==> src/rtl/upc_pkg.sv <==
`timescale 1ns / 1ps
// Shared types, character constants and helper functions for the URL percent codec.
// Used by every module of the codec; depends on nothing else.
package upc_pkg;

  localparam logic [7:0] CH_PCT   = 8'h25;
  localparam logic [7:0] CH_PLUS  = 8'h2B;
  localparam logic [7:0] CH_SPACE = 8'h20;

  localparam logic MODE_ENCODE = 1'b0;
  localparam logic MODE_DECODE = 1'b1;

  localparam int APB_AW = 3;
  localparam logic [APB_AW-1:0] ADDR_MODE = 3'd0;

  // One queued command: up to three output bytes for one input item.
  typedef struct packed {
    logic [7:0] b0;
    logic [7:0] b1;
    logic [7:0] b2;
    logic [1:0] cnt;
    logic       last;
  } upc_cmd_t;

  function automatic logic is_hex(input logic [7:0] c);
    return (c >= 8'h30 && c <= 8'h39) || (c >= 8'h61 && c <= 8'h66) ||
           (c >= 8'h41 && c <= 8'h46);
  endfunction

  // Letters carry bit 6; their low nibble is their value minus nine.
  function automatic logic [3:0] hex_val(input logic [7:0] c);
    return c[6] ? (c[3:0] + 4'd9) : c[3:0];
  endfunction

  function automatic logic [7:0] hex_digit(input logic [3:0] v);
    return (v < 4'd10) ? (8'h30 + {4'd0, v}) : (8'h57 + {4'd0, v});
  endfunction

  function automatic logic passes(input logic [7:0] c);
    return (c >= 8'h30 && c <= 8'h39) || (c >= 8'h61 && c <= 8'h7A) ||
           (c >= 8'h41 && c <= 8'h5A) || c == 8'h21 || c == 8'h27 ||
           c == 8'h28 || c == 8'h29 || c == 8'h2A || c == 8'h2B ||
           c == 8'h2D || c == 8'h2E || c == 8'h5F;
  endfunction

endpackage

==> src/rtl/url_percent_codec.sv <==
`timescale 1ns / 1ps
// Top level of the URL percent codec: APB mode register, front end, queue and back end.
// Depends on upc_pkg, upc_front, upc_queue and upc_back.
//
// Form-urlencoded byte stream codec. Mode 0 encodes (space to '+', letters, digits and !'()*+-._
// copied, others to '%' and two lower-case hex digits); mode 1 decodes, and a last-marked
// input flushes a pending escape literally. The front end takes one input item every
// cycle while the command queue has room; the output register sends one byte per cycle
// while the sink is ready. An item yields one byte for most items, up to three for
// an escaped byte in encode mode or a flushed malformed escape in decode mode. Writing the
// mode register drops any pending escape; write it only while the codec is idle.
module url_percent_codec import upc_pkg::*; #(
  parameter int QUEUE_DEPTH = 4
) (
  input  logic              clk,
  input  logic              rst,
  input  logic              s_tvalid,
  output logic              s_tready,
  input  logic [7:0]        s_tdata,   // [7:0] in_byte
  input  logic              s_tlast,   // in_last
  output logic              m_tvalid,
  input  logic              m_tready,
  output logic [7:0]        m_tdata,   // [7:0] out_byte
  output logic              m_tlast,   // out_last
  input  logic              psel,
  input  logic              penable,
  input  logic              pwrite,
  input  logic [APB_AW-1:0] paddr,
  input  logic [31:0]       pwdata,
  output logic [31:0]       prdata,
  output logic              pready
);

  logic     mode, cfg_wr, accept, push, full, pop, empty;
  upc_cmd_t cmd, head;

  assign pready = 1'b1;
  assign cfg_wr = psel && penable && pwrite && pready && (paddr == ADDR_MODE);
  assign prdata = (paddr == ADDR_MODE) ? {31'd0, mode} : 32'd0;

  always_ff @(posedge clk) begin
    if (rst) begin
      mode <= MODE_ENCODE;
    end else if (cfg_wr) begin
      mode <= pwdata[0];
    end
  end

  assign s_tready = !full;
  assign accept   = s_tvalid && s_tready;

  upc_front u_front (
    .clk     (clk),
    .rst     (rst),
    .mode    (mode),
    .clear   (cfg_wr),
    .accept  (accept),
    .in_byte (s_tdata),
    .in_last (s_tlast),
    .push    (push),
    .cmd     (cmd)
  );

  upc_queue #(.DEPTH(QUEUE_DEPTH)) u_queue (
    .clk       (clk),
    .rst       (rst),
    .push      (push),
    .push_data (cmd),
    .full      (full),
    .pop       (pop),
    .head      (head),
    .empty     (empty)
  );

  upc_back u_back (
    .clk      (clk),
    .rst      (rst),
    .head     (head),
    .empty    (empty),
    .pop      (pop),
    .m_tvalid (m_tvalid),
    .m_tready (m_tready),
    .m_tdata  (m_tdata),
    .m_tlast  (m_tlast)
  );

endmodule

==> src/rtl/upc_front.sv <==
`timescale 1ns / 1ps
// Front end: classifies each input item and tracks the escape state while decoding.
// Produces at most one command of up to three output bytes per item. Depends on upc_pkg.
module upc_front import upc_pkg::*; (
  input  logic       clk,
  input  logic       rst,
  input  logic       mode,
  input  logic       clear,
  input  logic       accept,
  input  logic [7:0] in_byte,
  input  logic       in_last,
  output logic       push,
  output upc_cmd_t   cmd
);

  typedef enum logic [1:0] {PH_IDLE, PH_PCT, PH_DIGIT} phase_t;

  phase_t     phase, phase_next;
  logic [7:0] held, held_next;

  function automatic upc_cmd_t add_byte(input upc_cmd_t c, input logic [7:0] x);
    upc_cmd_t r;
    r = c;
    case (c.cnt)
      2'd0:    r.b0 = x;
      2'd1:    r.b1 = x;
      default: r.b2 = x;
    endcase
    r.cnt = c.cnt + 2'd1;
    return r;
  endfunction

  always_comb begin
    logic fresh;
    upc_cmd_t c;
    fresh      = 1'b0;
    c          = '0;
    c.last     = in_last;
    phase_next = phase;
    held_next  = held;
    if (mode == MODE_ENCODE) begin
      phase_next = PH_IDLE;
      if (in_byte == CH_SPACE) begin
        c = add_byte(c, CH_PLUS);
      end else if (passes(in_byte)) begin
        c = add_byte(c, in_byte);
      end else begin
        c = add_byte(c, CH_PCT);
        c = add_byte(c, hex_digit(in_byte[7:4]));
        c = add_byte(c, hex_digit(in_byte[3:0]));
      end
    end else begin
      case (phase)
        PH_PCT: begin
          if (is_hex(in_byte)) begin
            held_next  = in_byte;
            phase_next = PH_DIGIT;
          end else begin
            c     = add_byte(c, CH_PCT);
            fresh = 1'b1;
          end
        end
        PH_DIGIT: begin
          if (is_hex(in_byte)) begin
            c          = add_byte(c, {hex_val(held), hex_val(in_byte)});
            phase_next = PH_IDLE;
          end else begin
            c     = add_byte(c, CH_PCT);
            c     = add_byte(c, held);
            fresh = 1'b1;
          end
        end
        default: fresh = 1'b1;
      endcase
      if (fresh) begin
        if (in_byte == CH_PCT) begin
          phase_next = PH_PCT;
        end else begin
          phase_next = PH_IDLE;
          c = add_byte(c, (in_byte == CH_PLUS) ? CH_SPACE : in_byte);
        end
      end
      // A last-marked item flushes whatever escape is still open.
      if (in_last) begin
        if (phase_next == PH_PCT) begin
          c = add_byte(c, CH_PCT);
        end else if (phase_next == PH_DIGIT) begin
          c = add_byte(c, CH_PCT);
          c = add_byte(c, held_next);
        end
        phase_next = PH_IDLE;
        held_next  = '0;
      end
    end
    cmd  = c;
    push = accept && (c.cnt != 2'd0);
  end

  always_ff @(posedge clk) begin
    if (rst || clear) begin
      phase <= PH_IDLE;
      held  <= '0;
    end else if (accept) begin
      phase <= phase_next;
      held  <= held_next;
    end
  end

endmodule

==> src/rtl/upc_queue.sv <==
`timescale 1ns / 1ps
// Small command queue between the front end and the output serializer; depends on upc_pkg.
// The user must keep the depth a power of two of at least two; the queue does not enforce it.
module upc_queue import upc_pkg::*; #(
  parameter int DEPTH = 4
) (
  input  logic     clk,
  input  logic     rst,
  input  logic     push,
  input  upc_cmd_t push_data,
  output logic     full,
  input  logic     pop,
  output upc_cmd_t head,
  output logic     empty
);

  localparam int AW = $clog2(DEPTH);

  upc_cmd_t      mem [DEPTH];
  logic [AW-1:0] wr_ptr, rd_ptr;
  logic [AW:0]   count;

  assign full  = (count == DEPTH[AW:0]);
  assign empty = (count == '0);
  assign head  = mem[rd_ptr];

  always_ff @(posedge clk) begin
    if (push) begin
      mem[wr_ptr] <= push_data;
    end
  end

  always_ff @(posedge clk) begin
    if (rst) begin
      wr_ptr <= '0;
      rd_ptr <= '0;
      count  <= '0;
    end else begin
      if (push) begin
        wr_ptr <= wr_ptr + 1'b1;
      end
      if (pop) begin
        rd_ptr <= rd_ptr + 1'b1;
      end
      if (push && !pop) begin
        count <= count + 1'b1;
      end else if (pop && !push) begin
        count <= count - 1'b1;
      end
    end
  end

endmodule

==> src/rtl/upc_back.sv <==
`timescale 1ns / 1ps
// Back end: walks the bytes of the head command into the output register, one a cycle while the sink takes them.
// Depends on upc_pkg.
module upc_back import upc_pkg::*; (
  input  logic       clk,
  input  logic       rst,
  input  upc_cmd_t   head,
  input  logic       empty,
  output logic       pop,
  output logic       m_tvalid,
  input  logic       m_tready,
  output logic [7:0] m_tdata,
  output logic       m_tlast
);

  logic [1:0] idx;
  logic [7:0] sel_byte;
  logic       load, final_byte;

  always_comb begin
    case (idx)
      2'd0:    sel_byte = head.b0;
      2'd1:    sel_byte = head.b1;
      default: sel_byte = head.b2;
    endcase
  end

  assign final_byte = (idx == head.cnt - 2'd1);
  assign load       = (!m_tvalid || m_tready) && !empty;
  assign pop        = load && final_byte;

  always_ff @(posedge clk) begin
    if (rst) begin
      m_tvalid <= 1'b0;
      idx      <= '0;
    end else begin
      if (load) begin
        m_tvalid <= 1'b1;
        idx      <= final_byte ? 2'd0 : idx + 2'd1;
      end else if (m_tready) begin
        m_tvalid <= 1'b0;
      end
    end
  end

  always_ff @(posedge clk) begin
    if (load) begin
      m_tdata <= sel_byte;
      m_tlast <= head.last && final_byte;
    end
  end

endmodule
==> config.mk <==
export PLATFORM = sky130hd
export DESIGN_NAME = url_percent_codec
export DESIGN_NICKNAME = d
export VERILOG_FILES = /design/src/rtl/upc_pkg.sv /design/src/rtl/url_percent_codec.sv /design/src/rtl/upc_front.sv /design/src/rtl/upc_queue.sv /design/src/rtl/upc_back.sv
export SDC_FILE = /design/constraint.sdc
export NUM_CORES = 1
export LEC_CHECK = 0
export BUFFER_PORTS_ARGS = -buffer_cell sky130_fd_sc_hd__buf_2
export CAP_MARGIN = 20
export CORE_MARGIN = 4
export CORE_UTILIZATION = 41
export CTS_BUF_LIST = sky130_fd_sc_hd__clkbuf_2
export DETAILED_ROUTE_END_ITERATION = 8
export GPL_ROUTABILITY_DRIVEN = 0
export PLACE_DENSITY = 0.65
export SLEW_MARGIN = 10
export SYNTH_ARGS = -nofsm -noshare
export SYNTH_HDL_FRONTEND = slang
export SYNTH_SLANG_ARGS = --single-unit
==> constraint.sdc <==
create_clock -name clk -period 10.4 [get_ports clk]
set_input_delay 2.08 -clock clk [delete_from_list [all_inputs] [get_ports clk]]
set_output_delay 2.08 -clock clk [all_outputs]
set_load 0.05 [all_outputs]
# Yosys cells after proc, flatten, opt, wreduce, memory -nomap -nowiden
# Memories as Yosys holds them, arrays and structs flattened. A register that Yosys moved wholly into a read port is not among the register bits.
# Cells that the tools add are included.
[word_totals] register_bits=30 ramBits=108 in_bits=51 out_inout_bits=44 word_cells=158 n_memories=1
[mem_list] name="u_queue.mem" depth=4 width=27 read_ports=1 rd_clocked_by_memory_dff=1 wr=1 line_no="upc_queue.sv:19" text="upc_cmd_t mem [DEPTH];"
[op_classes] n_addsub=15 magnitude_cmp=10 eq_ne=21 mux=52 n_reduce_logical=49
[op_table] cell="27-bit two-way mux" n=11
[op_table] cell="8-bit two-way mux" n=15
[op_table] cell="8-bit by 6-bit equality test with 1-bit output, second input constant" n=10
[op_table] cell="27-bit case mux with 2 select lines" n=1
[op_table] cell="8-bit by 7-bit less-or-equal comparator with 1-bit output, second input constant" n=4
[op_table] cell="25-bit two-way mux" n=1
[op_table] cell="2-bit two-way mux" n=9
[op_table] cell="7-bit by 4-bit adder with 8-bit output, first input constant" n=2
[op_table] cell="8-bit by 7-bit greater-or-equal comparator with 1-bit output, second input constant" n=2
[op_table] cell="8-bit case mux with 2 select lines" n=1
[op_table] cell="1-bit logical AND" n=15
[op_table] cell="1-bit logical OR" n=15
[op_table] cell="6-bit by 4-bit adder with 7-bit output, first input constant" n=2
[op_table] cell="2-bit by 1-bit adder with 2-bit output, second input constant" n=6
[op_table] cell="2-bit by 1-bit equality test with 1-bit output, second input constant" n=6
[op_table] cell="1-bit two-way mux" n=9
[op_table] cell="4-bit adder, second input constant" n=2
[op_table] cell="8-bit by 7-bit equality test with 1-bit output, second input constant" n=1
[op_table] cell="8-bit by 6-bit greater-or-equal comparator with 1-bit output, second input constant" n=1
[op_table] cell="8-bit by 6-bit less-or-equal comparator with 1-bit output, second input constant" n=1
[op_table] cell="2-bit logical NOT" n=4
[op_table] cell="4-bit < comparator, second input constant" n=2
[op_table] cell="4-bit two-way mux" n=2
[op_table] cell="2-bit OR reduction" n=4
[op_table] cell="12 further kinds" n=21

# Longest topological paths before layout
[logic_depth] ltp_word=27 ltp_mapped=27 ltp_nobuf=24

# By module
# Synthesis repeated with hierarchy kept, for this count alone.
[hier_totals] hier_cells=650 area_unflattened_um2=7913.8
[by_module_without_submodules] mod="upc_queue" instances=1 cells_per_inst=185 area_each_um2=4372.9 seq_area_each_um2=3423.3
[by_module_without_submodules] mod="upc_front" instances=1 cells_per_inst=364 area_each_um2=2600.0 seq_area_each_um2=200.2
[by_module_without_submodules] mod="upc_back" instances=1 cells_per_inst=58 area_each_um2=611.8 seq_area_each_um2=330.3
[by_module_without_submodules] mod="url_percent_codec" instances=1 cells_per_inst=43 area_each_um2=329.1 seq_area_each_um2=20.0

# Worst setup path after synthesis
# Ideal clock, no wire load.
[synth_path] path_kind="input-to-reg" start="input port s_tdata[1]" end="memory u_queue.mem[0][0] in the netlist's numbering (enable)" setup_time_ps=453 t_arrival_ps=8012 required_time_ps=9947 slack_ps=1936 path_stages=20 path_cell_list="buf_4 inv_1 ha_1 or4b_4 a31oi_4 a2111oi_4 nor4_4 inv_1 ha_1 nand2_1 o41ai_1 or2_2 inv_1 ha_1 buf_2 xor2_1 o21ai_0 mux2_2 nand2_1 a211oi_1"
[synth_via] elab_chain_len=21 word_cells_on_any_way=68 cone_classes="3 x add/sub; 8 x order compare; 13 x eq/ne; 24 x mux; 20 x reduce/logical"
[synth_rtl] item="start, declared" line_no="url_percent_codec.sv:19" text="input logic [7:0] s_tdata,"
[synth_rtl] item="8-bit by 6-bit greater-or-equal comparator with 1-bit output (tied with other cells)" line_no="upc_pkg.sv:26, upc_pkg.sv:40"
[synth_rtl] item="1-bit logical AND (on tied branches)" line_no="upc_pkg.sv:26, upc_pkg.sv:40"
[synth_rtl] item="1-bit logical OR (2 in series)" line_no="upc_pkg.sv:26" text="return (c >= 8'h30 && c <= 8'h39) || (c >= 8'h61 && c <= 8'h66) ||"
[synth_rtl] item="27-bit two-way mux or 25-bit two-way mux (tied branches)" line_no="upc_front.sv:64, upc_front.sv:55"
[synth_rtl] item="27-bit case mux with 2 select lines" line_no="upc_front.sv:53" text="case (phase)"
[synth_rtl] item="27-bit two-way mux" line_no="upc_front.sv:41" text="if (mode == MODE_ENCODE) begin"
[synth_rtl] item="2-bit by 1-bit adder with 2-bit output" line_no="upc_front.sv:29" text="r.cnt = c.cnt + 2'd1;"
[synth_rtl] item="27-bit two-way mux" line_no="upc_front.sv:76" text="if (in_byte == CH_PCT) begin"
[synth_rtl] item="[4 not listed]"
[synth_rtl] item="27-bit two-way mux" line_no="upc_front.sv:87" text="end else if (phase_next == PH_DIGIT) begin"
[synth_rtl] item="27-bit two-way mux" line_no="upc_front.sv:85" text="if (phase_next == PH_PCT) begin"
[synth_rtl] item="27-bit two-way mux" line_no="upc_front.sv:84" text="if (in_last) begin"
[synth_rtl] item="27-bit two-way mux (*)" line_no="upc_front.sv:41"
[synth_rtl] item="2-bit nonzero test (*)" line_no="upc_front.sv:96" text="push = accept && (c.cnt != 2'd0);"
[synth_rtl] item="1-bit logical AND (*)" line_no="upc_front.sv:96"
[synth_rtl] item="1-bit two-way mux (*)" line_no="upc_queue.sv:28" text="if (push) begin"
[synth_rtl] item="1-bit two-way mux (not written as such) (*)" line_no="upc_queue.sv:29" text="mem[wr_ptr] <= push_data;"
[synth_rtl] item="end, declared" line_no="upc_queue.sv:19"
# Every way passes the cells marked *; elsewhere a longest branch is shown, timed or not. The select of a mux whose other input is x is not followed.

# Final worst setup path
[layout_path] start="input port s_tdata[1]" end="register u_queue.count[2]"
[layout_via] elab_chain_len=22 word_cells_on_any_way=71 cone_classes="3 x add/sub; 8 x order compare; 13 x eq/ne; 23 x mux; 24 x reduce/logical"
[layout_rtl] item="8-bit by 6-bit greater-or-equal comparator with 1-bit output (tied with other cells)" line_no="upc_pkg.sv:26, upc_pkg.sv:40"
[layout_rtl] item="1-bit logical AND (on tied branches)" line_no="upc_pkg.sv:26, upc_pkg.sv:40"
[layout_rtl] item="1-bit logical OR (2 in series)" line_no="upc_pkg.sv:26"
[layout_rtl] item="27-bit two-way mux or 25-bit two-way mux (tied branches)" line_no="upc_front.sv:64, upc_front.sv:55"
[layout_rtl] item="27-bit case mux with 2 select lines" line_no="upc_front.sv:53"
[layout_rtl] item="27-bit two-way mux" line_no="upc_front.sv:41"
[layout_rtl] item="2-bit by 1-bit adder with 2-bit output" line_no="upc_front.sv:29"
[layout_rtl] item="27-bit two-way mux" line_no="upc_front.sv:76"
[layout_rtl] item="[6 not listed]"
[layout_rtl] item="27-bit two-way mux" line_no="upc_front.sv:84"
[layout_rtl] item="27-bit two-way mux (*)" line_no="upc_front.sv:41"
[layout_rtl] item="2-bit nonzero test (*)" line_no="upc_front.sv:96"
[layout_rtl] item="1-bit logical AND (*)" line_no="upc_front.sv:96"
[layout_rtl] item="named net push" line_no="url_percent_codec.sv:34" text="logic mode, cfg_wr, accept, push, full, pop, empty;"
[layout_rtl] item="1-bit logical NOT" line_no="upc_queue.sv:47" text="end else if (pop && !push) begin"
[layout_rtl] item="1-bit logical AND" line_no="upc_queue.sv:47"
[layout_rtl] item="2-bit nonzero test (no line)"
[layout_rtl] item="end signal, assigned" line_no="upc_queue.sv:46" text="count <= count + 1'b1;"
[layout_rtl] item="end signal, assigned" line_no="upc_queue.sv:48" text="count <= count - 1'b1;"
[layout_rtl] item="end, declared" line_no="upc_queue.sv:21" text="logic [AW:0] count;"
# Mark *: on every way through the listed nets, which the timed path passes. The rest lies on a longest branch. The select of a mux whose other input is x is not followed.
# A chain may end at the register's enable or synchronous reset.

==> impl_metrics.toml <==
[global_route]
antenna_found_initial = 1
grt_first_pass_wirelength_um = 31630
grt_pass1_vias = 5768
grtUsageTotal = 0.1833
grt_max_degree = 30
grt.overflow.total = 0

[detailed_routing]
firstDrtPassIters = 5
vias = 5779
wl_per_cell_um = 20.37
finalWirelength_um = 19570
drc = 0
ant_nets = 0
drt_iter0_markers = 703
viasPerCell = 6.014

[timing]
tightest_slew_ps = 1022
timing.hold.ws_ps = 488.4
fin_crit_sh = 0.8020
finalHoldViolCount = 0
fmax_ghz = 0.1199
period_needed_ps = 8341
skew_ps = 51.28
max-slew-margin-rel = 0.3186
finalSetupViolations = 0
slew_viol_final = 0
tns_ps = 0
rsz0062_at_grt = "false"

[power_and_ir_drop]
powerDensity_mw_per_mm2 = 183.7
clkPwrFrac = 0.191
power.switching_mw = 0.5660
ir_drop_uv = 68.35
power_frac_seq = 0.479
power.internal_mw = 0.9950
combPwrFrac = 0.330
leakagePower_nw = 2.873
p_sw_frac = 0.3626

[placement]
dp_hpwl_um = 13320
port-buffer-count = 31

[synthesis]
synthArstFlopShare = 0
synthTopCellsByCount = "117 x edfxtp_1, 42 x nor2_1, 41 x nand2_1"
ys_seq_elements = 140
synthTopCellsByArea = "edfxtp_1 44%, mux4_2 7.6%, dfxtp_1 5.8%, ha_1 3.9%, buf_4 3.4%"
syn_area_mm2 = 0.007974
synth_area_leader_cell = "edfxtp_1"
ys_seq_area_frac = 0.4984
synth_edf_count = 117
synth_warnings = 0
syn_area_per_cell_um2 = 11.88
ys.flop_type = "edfxtp_1"
synthCells = 671
yosysMostFrequentCell = "edfxtp_1"
synth_top_area_frac = 0.4406
yosysUniqueCellTypes = 85

[setup_path]
r2r_cells = 23
critical_path_buf_inv_count = 5
slowest_delay_ps = 560
required_ps = 11000
arrival_ps = 8940
reg2reg_slack_ps = 3990
crit_fanout = 12
crit_type = "in -> reg"
reg2reg_to = "u_queue.count[2]"
cp-start-kind = "input pin"
r2r-start = "u_front.phase[0]"
cp-end-kind = "flip-flop"
slowest_stage = "nor4_4"
cp_top_family = "simple AND/OR/NAND/NOR gates"

[clock_network]
clk_pin_slew_worst_paths_ps = 210
cts_resized = 0
clock_sinks = 140
cts_max_path_buffers = 2
root_buffer = "clkbuf_2"
holdBufCountCts = 0
clock_latency_ps = 690
cts_tree = "built"
cts_inserted_buffers = 17
htreeDepth = 4
cts_setup_buffers = 0

[floorplanning]
fp.dieH_um = 147.5
io_pins = 95
std_cell_rows = 50
die_w_um = 147.5
start_util = 0.4221
dieArea_mm2 = 0.02174
design.core.area_mm2 = 0.01889

[layout]
final_nets = 764
area_growth_pct = 6.590
drive_gt1_frac = 0.1886

[min_path]
min_to = "u_back.m_tvalid"
hold_path.class = "reg -> reg"
hp-start = "u_back.m_tvalid"
hold_depth = 2

[job]
maxCapViolations = 0

[outcome]
status = "completed"
registers in the layout (all words and copies together), names as in the netlist, named ones only:
signal	count
u_back.idx	2
u_queue.count	3
u_queue.wr_ptr	2
mode	1
u_front.held	8
u_front.phase	2
u_queue.mem	108
u_back.m_tdata	8
u_back.m_tlast	1
u_queue.rd_ptr	2
u_back.m_tvalid	1
power by group through the flow:
stage               Sequential (mW)  Clock (mW)  Combinational (mW)
CTS                           0.767       0.306               0.494
global placement              0.775           0               0.480
floorplan                     0.824           0               0.329
detailed placement            0.781           0               0.494
global route                  0.756       0.335               0.559
finish                        0.747       0.298               0.516
cells in the final DEF, fill, tap and decap left out, types with 22 or more instances in the layout:
cell type	count
edfxtp_1	117
mux4_2	27
buf_2	31
conb_1	32
dfxtp_1	22
nand2_1	41
nor2_1	42
nand3_1	23
ha_1	25
inv_1	28
routing by layer:
layer | up-vias | global-route usage | routed length, µm
li1 | 2578 | - | -
met1 | 2821 | 0.2450 | 8074
met2 | 341 | 0.2998 | 9460
met3 | 39 | 0.03740 | 1581
met4 | 0 | 0.06337 | 458
met5 | - | 0 | 0
kinds of logic (layout without fill, tap and decap cells):
family | Yosys count | in the layout | share of synthesized area
AOI/OAI and AO/OA | 155 | 155 | 0.1568
and+or+nand+nor | 188 | 188 | 0.1218
DFF | 140 | 140 | 0.4984
muxes | 45 | 45 | 0.1003
xor gates and xnor gates | 11 | 11 | 0.01208
other | 2 | 33 | 0.0009418
adders and majority gates | 26 | 26 | 0.04174
buffers and inverters | 104 | 103 | 0.06810
worst reg2reg max path, cell delays in order, from the launching register on:
cell     delay [ps]
dfxtp_1         460
inv_1           120
ha_1            450
inv_1           160
nand2_1         140
nor4_4          460
inv_1           240
ha_1            360
nand2_1          70
o41ai_1         430
or2_2           220
inv_1            60
ha_1            460
xor2_1          220
o21ai_0         220
mux2_2          220
nand2_1         290
a21oi_1         360
ha_1            250
inv_1            80
fa_1            430
xor2_1          180
or3_1           330
a21oi_1         170
per-stage QoR:
step / worst slack (ps) / std cells / util / instance area, µm² / power [mW]
6_report: 2059 / 961 / 0.4499 / 8499 / 1.561
5_1_grt: 1855 / 961 / 0.4499 / 8499 / 1.650
4_1_cts: 2305 / 959 / 0.4487 / 8477 / 1.567
3_5_place_dp: 1606 / 927 / 0.4370 / 8255 / 1.274
3_3_place_gp: 1823 / 927 / 0.4370 / 8255 / 1.256
2_1_floorplan: 1936 / 701 / - / 8087 / 1.153
how the worst max path moves through the flow:
stage / depth (start not counted) / startpoint / end / slack [ps]
6_report: 25 / s_tdata[1] / u_queue.count[2] / 2060
4_1_cts: 25 / s_tdata[0] / u_queue.count[2] / 2310
2_1_floorplan: 20 / s_tdata[1] / u_queue.mem[0][0] / 1940
5_1_grt: 25 / s_tdata[1] / u_queue.count[2] / 1850
3_3_place_gp: 25 / s_tdata[0] / u_queue.count[2] / 1820
3_5_place_dp: 25 / s_tdata[1] / u_queue.count[2] / 1610
final cells by class:
| type | instances | area, µm² |
|---|---|---|
| fillers | 1768 | 10390 |
| inverters | 30 | 112.6 |
| flip-flops and latches | 140 | 3975 |
| well taps | 260 | 325.3 |
| clock buffers | 18 | 90.09 |
| multi-input cells | 457 | 3620 |
| clock inverters | 14 | 131.4 |
| repair buffers | 41 | 242.7 |
| diodes | 1 | 2.502 |
(Power assumes the default switching activity.)
